==> src/rtl/core/edp_pkg.sv <==
// ----------------------------------------------------------------------------
// edp_pkg: shared types and constants for the edit distance engine
// Holds the control word that travels along the cell chain and the fixed
// field widths of the request and response words.
// ----------------------------------------------------------------------------
package edp_pkg;

   localparam int SYM_W  = 8;
   localparam int DIST_W = 9;

   // largest distance the response word can carry
   localparam logic [DIST_W-1:0] DIST_MAX = 9'd511;

   // control word handed from cell to cell with each table row
   typedef struct packed {
      logic valid;   // a row is present on this link
      logic last;    // this is the final row of the pair
   } edp_ctl_type;

endpackage

==> src/rtl/core/edp_cell.sv <==
// ----------------------------------------------------------------------------
// edp_cell: one column of the edit distance table
// Holds one symbol of the second string and the column's current score.
// Each row of the first string arrives from the left neighbor in the cycle
// after that neighbor has scored it, and is passed on to the right.
// Columns past the end of the second string copy the left score through,
// so the last cell of the chain always ends up with the bottom-right cell.
// ----------------------------------------------------------------------------
module edp_cell #(
   parameter int VW    = 9,    // score width
   parameter int AW    = 8,    // symbol index width
   parameter int INDEX = 1     // column number, 1-based
) (
   input  logic                       clock,
   input  logic                       reset,
   // pair setup
   input  logic                       init,
   input  logic [VW-1:0]              m_len,
   input  logic                       load_en,
   input  logic [AW-1:0]              load_idx,
   input  logic [edp_pkg::SYM_W-1:0]  load_sym,
   // from left neighbor
   input  edp_pkg::edp_ctl_type       in_ctl,
   input  logic [edp_pkg::SYM_W-1:0]  in_sym,
   input  logic [VW-1:0]              in_val,
   input  logic [VW-1:0]              in_diag,
   // to right neighbor
   output edp_pkg::edp_ctl_type       out_ctl,
   output logic [edp_pkg::SYM_W-1:0]  out_sym,
   output logic [VW-1:0]              out_val,
   output logic [VW-1:0]              out_diag
);

   localparam logic [VW-1:0] COL = VW'(INDEX);

   logic [edp_pkg::SYM_W-1:0] col_sym_ff;
   logic [edp_pkg::SYM_W-1:0] row_sym_ff;
   logic [VW-1:0]             val_ff;
   logic [VW-1:0]             old_ff;
   logic                      thru_ff;
   edp_pkg::edp_ctl_type      ctl_ff;

   logic                      cost;
   logic [VW:0]               diag_sum;
   logic [VW:0]               up_sum;
   logic [VW:0]               left_sum;
   logic [VW:0]               best_a;
   logic [VW:0]               best_in;

   // unit-cost recurrence: min of diagonal, up and left
   always_comb begin
      cost     = (in_sym != col_sym_ff);
      diag_sum = {1'b0, in_diag} + {{VW{1'b0}}, cost};
      up_sum   = {1'b0, val_ff}  + (VW+1)'(1);
      left_sum = {1'b0, in_val}  + (VW+1)'(1);
      best_a   = (diag_sum < up_sum) ? diag_sum : up_sum;
      best_in  = (best_a < left_sum) ? best_a : left_sum;
   end

   // column symbol, captured while the second string loads
   always_ff @(posedge clock) begin
      if (load_en && (load_idx == AW'(INDEX - 1))) begin
         col_sym_ff <= load_sym;
      end
   end

   // score and row pass-through
   always_ff @(posedge clock) begin
      if (reset) begin
         ctl_ff  <= '0;
         thru_ff <= 1'b0;
      end else if (init) begin
         // top border: column score is its index, clamped past the string end
         ctl_ff  <= '0;
         thru_ff <= (m_len < COL);
         val_ff  <= (m_len < COL) ? m_len : COL;
      end else if (in_ctl.valid) begin
         ctl_ff     <= in_ctl;
         row_sym_ff <= in_sym;
         old_ff     <= val_ff;
         val_ff     <= thru_ff ? in_val : best_in[VW-1:0];
      end else begin
         ctl_ff <= '0;
      end
   end

   assign out_ctl  = ctl_ff;
   assign out_sym  = row_sym_ff;
   assign out_val  = val_ff;
   assign out_diag = old_ff;

endmodule

==> config.mk <==
export PLATFORM = sky130hd
export DESIGN_NAME = edp_cell
export DESIGN_NICKNAME = d
export VERILOG_FILES = /design/src/rtl/core/edp_pkg.sv /design/src/rtl/core/edp_cell.sv
export SDC_FILE = /design/constraint.sdc
export NUM_CORES = 1
export LEC_CHECK = 0
export ABC_AREA = 1
export BUFFER_PORTS_ARGS = -buffer_cell sky130_fd_sc_hd__buf_4
export CORE_MARGIN = 2
export CORE_UTILIZATION = 51
export DETAILED_ROUTE_END_ITERATION = 8
export PLACE_DENSITY = 0.81
export SYNTH_ARGS = -nofsm -noshare
export SYNTH_HDL_FRONTEND = slang
export SYNTH_SLANG_ARGS = --single-unit
==> constraint.sdc <==
create_clock -name clock -period 5.3 [get_ports clock]
set_input_delay 0.53 -clock clock [delete_from_list [all_inputs] [get_ports clock]]
set_output_delay 0.53 -clock clock [all_outputs]
set_load 0.02 [all_outputs]
==> metrics, run 1 <==
Max Freq=approximately 210 MHz; CTS Buffer Depth=2; Initial DRC Count=86; Yosys warning count=0; DRT antenna net count=0; worst hold slack=409 ps; WS Path Type=flip-flop to flip-flop; WP buf/inv=4; Netlist cell types=34; worst skew pair latency=290 ps; most frequent cells in the layout=86 x buf_4, 55 x nand2_1, 41 x inv_1; largest family of logic cells by synthesized area=simple AND/OR/NAND/NOR gates; GP Congestion=between 0.8 and 0.9; H-tree depth=2; fin util=70.4%; DP Worst Slack=342 ps; Area Overhead vs Synth=32.2%; Slew Limit Fails=0; leading area contributor after synthesis=edfxtp_1; fraction of the mapped netlist area in compound gates=between 7 and 8%; residual DRC count=0; total gr overflow=0; row count=25; Clock Pin Slew Worst Setup and Hold Paths=approximately 70 ps; number of global-route vias before repair=1997; Hold-fix buffers, CTS=0; relative slew slack=44.1%; Worst path top cell family by delay=simple AND/OR/NAND/NOR gates; FF+latch count, synth=37; I/O pins=85; Post-CTS Setup Inserts=0; core area=0.00475 sq mm; Final Non-Filler Cells=approximately 440; n_diodes=0; actual slew at the worst max-slew pin=838 ps; share of the synthesized area in the top cell type=about 40%; largest net degree at the start of global routing=19; global-route wire length before repair=about 8.6 mm; via count=2184; initial antenna violation count=0; Layout Nets=447; peak per-stage delay on the critical path=around 570 ps; unrepaired setup endpoints after global routing=no; final critical-path share of the clock period=91.2%; Post-Syn Instances=around 280; min-delay worst type=input port to flip-flop; syn_nets=about 360; sequential element share of the synthesized area=between 40 and 50%; CP most frequent cell=nand2_1; final setup margin=467 ps; max-cap check violation count=0; number of instances resized during post-cts repair=0; xor/xnor share of the synthesized area=9.69%; Finished Cell Area=0.00335 sq mm; status=finished, final reports clean; slowest cell on the critical path=or4_1; DP Cell Count=428; global-route usage over all layers=20.4%; arrival time worst endpoint=around 5000 ps; share of layout cells above drive strength 1=29.3%; # clock sinks=37; Total Neg Setup Slack=0 ps; required time worst endpoint=5340 ps; min Tclk post-route=4830 ps; Worst Setup Start Kind=flip-flop; worst-path fanout max=14; post-DR vias/cell=roughly 5.0; Chip Height=74.5 um; CTS tree=done; Pwr Total=0.865 mW; Post-Synth Simple-Gate Area=between 20% and 30%; R2R cell count=25; maximum vdd drop=0.125 mV; Syn Std Cell Area=0.00253 sq mm; hold path depth=1; LEAKAGE=1.56 nW; Area contributors post-synth=edfxtp_1 40%, ha_1 11%, nand2_1 8.2%; CTS buffer count=5; DRT Wirelength=5.65 mm; drt wl/cell=13.0 um; CP Capture Type=flip-flop; most common cell after layout, fill and taps aside=buf_4; die area=0.00554 sq mm; Mean Syn Cell Area=just over 9 sq um; dpl hpwl=approximately 4.5 mm; mux cell area share after synthesis=0%; placed cell areas=0.00325 sq mm; worst-case clock skew=4.20 ps; Port-buffer cells=84; Die X-Extent=approximately 74 um; pwr dens=258 mW/mm^2; clock root buffer=clkbuf_8; first drt pass iteration count=4; Worst path depth=25; final hold vios=0; Adder-Cell Fraction of Synth Area=10.9%; # setup viols final=0; Initial Utilization=53.2%
Yosys cell counts (all sizes together):
cell type  instances
nor3               6
clkinv             1
o21ai             15
o221a              1
and2               3
a21oi             11
nand3b             1
clkbuf             1
inv               41
xor2              19
a21o               1
nand3             19
edfxtp            34
o211ai             2
nor4               2
dfxtp              3
or2                1
buf                1
ha                22
or4                3
nor2              13
nand2             58
xnor2              9
nor3b              1
o21a               2
nand4              7
final timing paths:
path	startpoint	to	slack, ps
max	col_sym_ff[7]	out_val[1]	470
min	load_sym[6]	col_sym_ff[6]	410
max reg2reg	col_sym_ff[7]	out_val[1]	470
min reg2reg	out_val[7]	out_diag[7]	490
power breakdown:
part | switching [mW] | internal (mW) | total, mW
Combinational | 0.173 | 0.128 | 0.301
Clock | 0.102 | 0.105 | 0.208
Sequential | 0.0145 | 0.342 | 0.356
Total | 0.290 | 0.575 | 0.865
per-layer routing:
layer	GRT usage, %	vias to the layer above	wire length, um
met5	0	-	0
met4	7.54	0	116
met3	4.20	10	397
met2	34.3	86	2820
met1	26.0	973	2320
li1	-	1115	-
cell type report:
type	count	area, sq um
Multi-Input combinational cell	196	1280
Tap cell	67	83.8
Inverter	42	158
Clock inverter	2	13.8
Timing Repair Buffer	86	646
Clock buffer	6	82.6
Sequential cell	37	1080
Fill cell	398	1410
flip-flops by register name (all words and copies together), names as in the netlist:
signal and count:
out_diag 9, out_val 9, col_sym_ff 8, out_sym 8, out_ctl 2, thru_ff 1
cell families after synthesis:
group	count (synthesis)
buffers and inverters	44
AND/OR/NAND/NOR	114
XOR/XNOR	28
AO/OA/AOI/OAI	32
adder cells (fa/ha/maj)	22
flip-flops	37
No activity file was read; power rests on OpenSTA's default activity.
==> inputs of run 2 (changes only) <==
Settings changed: ABC_AREA 1 to default, BUFFER_PORTS_ARGS -buffer_cell sky130_fd_sc_hd__buf_4 to default, CORE_UTILIZATION 51 to 64, DONT_BUFFER_PORTS from default to 1, PLACE_DENSITY 0.81 to 0.8.
==> metrics, run 2 <==
I/O pins=85 (unchanged); WS Path Type=flip-flop to flip-flop; worst-case clock skew=4.94 ps (+0.746 ps); # setup viols final=0 (unchanged); min-delay worst type=input port to flip-flop; Yosys warning count=0 (unchanged); R2R setup slack=270 ps (-200 ps); min Tclk post-route=5030 ps (+200 ps); number of global-route vias before repair=2151 (+7.7%); Layout Nets=354 (-21%); Port-buffer cells=0 (-100%); share of layout cells above drive strength 1=14.1% (-15 points); Hold Path End=thru_ff; worst hold slack=302 ps (-107 ps); global-route usage over all layers=28.1% (+7.7 points); most common cell after layout, fill and taps aside=edfxtp_1; Comb pwr share=33.8% (-1.0 points); hold path depth=1 (unchanged); # clock sinks=37 (unchanged); clock share of power=26.0% (+2.0 points); most common cell in the netlist=edfxtp_1; Syn Std Cell Area=0.00271 sq mm (+7.1%); switching share of total power=34.8% (+1.3 points); Worst Setup Start Kind=flip-flop; total gr overflow=0 (unchanged); internal power=0.632 mW (+9.9%); die area=0.00477 sq mm (-14%); drt wl/cell=20.9 um (+61%); global-route wire length before repair=10.7 mm (+25%); Max Freq=199 MHz (-4.0%); hold wc startpoint=reset; via count=2213 (+1.3%); Post-synth top cells=34 x edfxtp_1, 22 x ha_1, 20 x inv_1; worst skew pair latency=290 ps (about the same); P_sw=0.337 mW (+16%); Area Overhead vs Synth=8.40%; EDFF count, synth=34 (unchanged); core area=0.00403 sq mm (-15%); Worst R2R Start=col_sym_ff[7]; met3 Use GR=7.75% (+3.5 points); CTS buffer count=5 (unchanged); Post-synth top flop=edfxtp_1; share of the synthesized area in the top cell type=37.7% (-2.7 points); CTS tree=done; Mean Syn Cell Area=10.3 sq um (+12%); first drt pass iteration count=5 (+1); Post-Syn Instances=264 (-4.7%); clock root buffer=clkbuf_8; post-DR vias/cell=6.79 (+36%); most frequent cells in the layout=34 x edfxtp_1, 22 x ha_1, 20 x inv_1; required time worst endpoint=5330 ps (about the same); Async SR Flop Fraction=0% (unchanged); Netlist cell types=45 (+32%); Final Non-Filler Cells=326 (-25%); residual DRC count=0 (unchanged); initial antenna violation count=0 (unchanged); Slew Limit Fails=0 (unchanged); Initial DRC Count=158 (+84%); pwr dens=330 mW/mm^2 (+28%); FF+latch count, synth=37 (unchanged); Area contributors post-synth=edfxtp_1 38%, ha_1 10%, xor2_1 6.1%; DP Cell Count=318 (-26%); dpl hpwl=5.31 mm (+17%); largest net degree at the start of global routing=19 (unchanged); DRT Wirelength=6.81 mm (+20%); final critical-path share of the clock period=95.0% (+3.8 points); worst-path fanout max=6 (-8); row count=23 (-8.0%); GP Congestion=0.999 (+13%); Chip Height=69.1 um (-7.2%); LEAKAGE=1.10 nW (-30%); arrival time worst endpoint=5070 ps (+200 ps); Clock Pin Slew Worst Setup and Hold Paths=70 ps (about the same); final hold vios=0 (unchanged); CP Capture Type=flip-flop; relative slew slack=47.8% (+3.6 points); syn_nets=343 (-3.7%); leading area contributor after synthesis=edfxtp_1; max-cap check violation count=0 (unchanged); reg-to-reg endpoint=out_val[1]; actual slew at the worst max-slew pin=780 ps (-57.4 ps); sequential element share of the synthesized area=39.9% (-2.8 points); Die X-Extent=69.1 um (-7.2%); maximum vdd drop=0.199 mV (+59%); GR peak layer=met2; Hold-fix buffers, CTS=0 (unchanged); H-tree depth=2 (unchanged); status=finished, final reports clean; sequential power share=40.3% (-0.9 points); Initial Utilization=67.3% (+14 points); DRT antenna net count=0 (unchanged); met1 Usage GRT=34.6% (+8.6 points); CTS Buffer Depth=2 (unchanged); met2 usage in global routing=47.2% (+13 points); R2R cell count=20 (-20%); n_diodes=0 (unchanged)
==> run 2: cell count changes in the layout (fill, tap and decap cells not counted), sizes merged, moves of 4 or more <==
| cell | delta |
|---|---|
| nand4 | +7 |
| a211oi | +5 |
| nor2 | +5 |
| nand2 | -43 |
| buf | -76 |
| inv | -21 |
| and3 | +4 |
| nand3 | -5 |
| o211ai | +6 |
| mux2i | +8 |
| nor4 | +5 |
==> run 2: timing repair <==
action | 4_1_cts | 5_1_grt
gates resized for setup | 0 | 7
buffers inserted | 0 | 0
endpoints found under the setup margin | 0 | 9
==> run 2: logic make-up after synthesis <==
family                   synth area share, %
AO/OA/AOI/OAI                           14.2
multiplexers                            2.95
adder cells (fa/ha/maj)                 10.2
flip-flops                              39.9
buffers and inverters                   5.08
XOR/XNOR                                9.05
AND/OR/NAND/NOR                         18.7
==> run 2: worst max-delay path by stage <==
stage | startpoint | endpoint | depth (start not counted)
floorplan | in_sym[7] | out_val[7] | 22
global placement | in_sym[7] | out_val[7] | 20
detailed placement | in_sym[7] | out_val[7] | 20
CTS | col_sym_ff[7] | out_val[1] | 20
global route | col_sym_ff[2] | out_val[5] | 23
finish | col_sym_ff[7] | out_val[1] | 20
==> run 2: cell type report <==
type                    count  area (sq um)
multi-input cells         201          1520
fillers                   299          1090
flip-flops and latches     37          1080
clock buffers               6          82.6
repair buffers             10          75.1
inverters                  20          75.1
well taps                  50          62.6
clock inverters             2          37.5
==> run 2: power groups by stage <==
stage          combinational [mW]  clock (mW)  sequential (mW)
2_1_floorplan               0.236           0            0.387
3_3_place_gp                0.298           0            0.394
3_5_place_dp                0.305           0            0.395
4_1_cts                     0.310       0.251            0.389
5_1_grt                     0.353       0.265            0.392
6_report                    0.327       0.252            0.390
==> run 2: metal layers <==
layer,vias up,share of wire (%)
li1,1016,-
met2,133,49
met4,0,3.4
met3,23,8.6
met5,-,0
met1,1041,39
==> run 2: through the flow <==
step / util (%) / power, mW / worst slack [ps] / setup TNS, ps / instance area (sq um)
2_1_floorplan: - / 0.623 / 724 / 0 / 2710
3_3_place_gp: 69.3 / 0.691 / 232 / 0 / 2790
3_5_place_dp: 69.3 / 0.700 / 71.9 / 0 / 2790
4_1_cts: 72.2 / 0.950 / 54.8 / 0 / 2910
5_1_grt: 72.9 / 1.01 / -32.1 / -103 / 2940
6_report: 72.9 / 0.969 / 267 / 0 / 2940
==> run 2: critical path, stage by stage (launching register included) <==
cell,delay (ps)
edfxtp_1,380
xor2_1,180
nor4_2,320
nand2_1,150
ha_1,260
nand3_1,100
xor2_1,250
inv_1,90
ha_1,330
a41oi_2,260
a211oi_4,90
nor3_2,250
buf_4,210
mux2i_2,300
ha_1,290
a211oi_1,280
nor2_1,100
o21bai_2,160
and2_1,320
nor3_2,100
o311a_1,350
==> inputs of run 3 (changes only) <==
Settings changed: CELL_PAD_IN_SITES_DETAIL_PLACEMENT from default to 1, CELL_PAD_IN_SITES_GLOBAL_PLACEMENT from default to 2, CORE_UTILIZATION 64 to 39, PLACE_DENSITY 0.8 to default, PLACE_DENSITY_LB_ADDON from default to 0.1.
==> metrics, run 3 (synthesis results as in run 2) <==
status=finished, final reports clean; drt wl/cell=19.8 um (-5.1%); Initial DRC Count=68 (-57%); Worst Setup Start Kind=flip-flop; final critical-path share of the clock period=93.6% (-1.3 points); Initial Utilization=40.1% (-27 points); worst-path fanout max=6 (unchanged); most common cell after layout, fill and taps aside=edfxtp_1; Hold-fix buffers, CTS=0 (unchanged); min Tclk post-route=4960 ps (-70.1 ps); n_diodes=0 (unchanged); Chip Height=87.4 um (+26%); # clock sinks=37 (unchanged); DRT Wirelength=7.09 mm (+4.2%); initial antenna violation count=0 (unchanged); number of instances resized during post-cts repair=0 (unchanged); die area=0.00763 sq mm (+60%); clock root buffer=clkbuf_8; arrival time worst endpoint=4970 ps (-100 ps); fin util=44.3% (-29 points); required time worst endpoint=5300 ps (-30 ps); row count=30 (+30%); worst-case clock skew=4.09 ps (-0.850 ps); dpl hpwl=5.90 mm (+11%); Post-CTS Setup Inserts=0 (unchanged); largest net degree at the start of global routing=19 (unchanged); reg-to-reg endpoint=out_val[5]; max-cap check violation count=0 (unchanged); Port-buffer cells=0 (unchanged); total gr overflow=0 (unchanged); via count=2093 (-5.4%); DP Cell Count=350 (+10%); number of global-route vias before repair=2235 (+3.9%); CTS tree=done; R2R cell count=22 (+10%); worst skew pair latency=290 ps (about the same); H-tree depth=2 (unchanged); pwr dens=321 mW/mm^2 (-2.7%); residual DRC count=0 (unchanged); Final Non-Filler Cells=358 (+9.8%); most frequent cells in the layout=34 x edfxtp_1, 22 x ha_1, 20 x inv_1; Area Overhead vs Synth=10.5%; Clock Pin Slew Worst Setup and Hold Paths=70 ps (about the same); DRT antenna net count=0 (unchanged); # setup viols final=0 (unchanged); fill count=761 (+150%); CP Capture Type=flip-flop; first drt pass iteration count=4 (-1); Layout Nets=356 (+0.56%); hold wc startpoint=reset; Max Freq=201 MHz (+1.4%); post-DR vias/cell=5.85 (-14%); WS Path Type=flip-flop to flip-flop; LEAKAGE=1.12 nW (+1.6%); global-route usage over all layers=19.1% (-9.0 points); CTS buffer count=5 (unchanged); maximum vdd drop=0.103 mV (-48%); R2R setup slack=340 ps (+70 ps); final hold vios=0 (unchanged); Hold Path End=thru_ff; GP Congestion=0.797 (-20%); Slew Limit Fails=0 (unchanged); hold path depth=1 (unchanged); min-delay worst type=input port to flip-flop; global-route wire length before repair=11.2 mm (+5.0%); Die X-Extent=87.4 um (+26%); actual slew at the worst max-slew pin=730 ps (-50.9 ps); Worst R2R Start=col_sym_ff[7]; I/O pins=85 (unchanged); core area=0.00676 sq mm (+68%); share of layout cells above drive strength 1=15.1% (+0.98 points); relative slew slack=51.2% (+3.4 points); CTS Buffer Depth=2 (unchanged)
## run 3: worst max-delay path by stage
stage | depth (start not counted) | start | slack (ps) | endpoint
after global routing | 22 | col_sym_ff[7] | -30 | out_val[5]
after global placement | 22 | in_sym[7] | -60 | out_val[5]
after detailed placement | 22 | in_sym[7] | 20 | out_val[5]
after floorplan | 22 | in_sym[7] | 720 | out_val[7]
after CTS | 22 | col_sym_ff[7] | 90 | out_val[5]
final | 22 | col_sym_ff[7] | 340 | out_val[5]
## run 3: critical path: stages, from the launching register on
cell,delay (ps)
edfxtp_1,400
xor2_1,190
nor4_2,300
nand2_1,160
ha_1,260
nand3_1,80
nor2_1,50
xnor2_1,230
inv_1,80
ha_1,300
nand4_1,150
a211oi_2,370
nor3_2,100
buf_4,180
mux2i_1,250
ha_1,290
o21ai_0,260
o21ai_0,130
o21ai_1,210
buf_4,160
nand3_1,190
nand4_1,210
nand3_1,140
## run 3: power breakdown
group / internal, mW / switching, mW / total, mW / leakage [nW]
logic: 0.136 / 0.190 / 0.326 / 0.718
clock network: 0.153 / 0.0951 / 0.248 / 0.0574
registers: 0.346 / 0.0413 / 0.388 / 0.341
total: 0.635 / 0.327 / 0.962 / 1.12
## run 3: per-stage QoR
stage               setup TNS, ps  setup slack, ps  power [mW]  hold WS [ps]  area (sq um)
detailed placement              0             16.1       0.711           605          2840
finish                          0              337       0.962           304          3000
global placement             -236            -62.3       0.711           601          2840
CTS                             0             91.5       0.961           292          2960
floorplan                       0              724       0.623           599          2710
global route                -64.7            -32.8        1.02           292          3000
## run 3: area by class of cell
cell class	instances	area (sq um)	share of cell area, %
Multi-Input combinational cell	201	1530	51.0
Sequential cell	37	1080	36.1
Tap cell	80	100	3.34
Timing Repair Buffer	12	90.1	3.01
Clock buffer	6	82.6	2.76
Inverter	20	75.1	2.51
Clock inverter	2	37.5	1.25
## run 3: per-layer routing
metal  GRT usage (%)  vias to the layer above  share of wire (%)
met5               0                        -                  0
met4            5.17                        0                1.1
met3            3.60                       10                5.4
met2            31.9                       67                 48
met1            25.3                     1002                 46
li1                -                     1014                  -
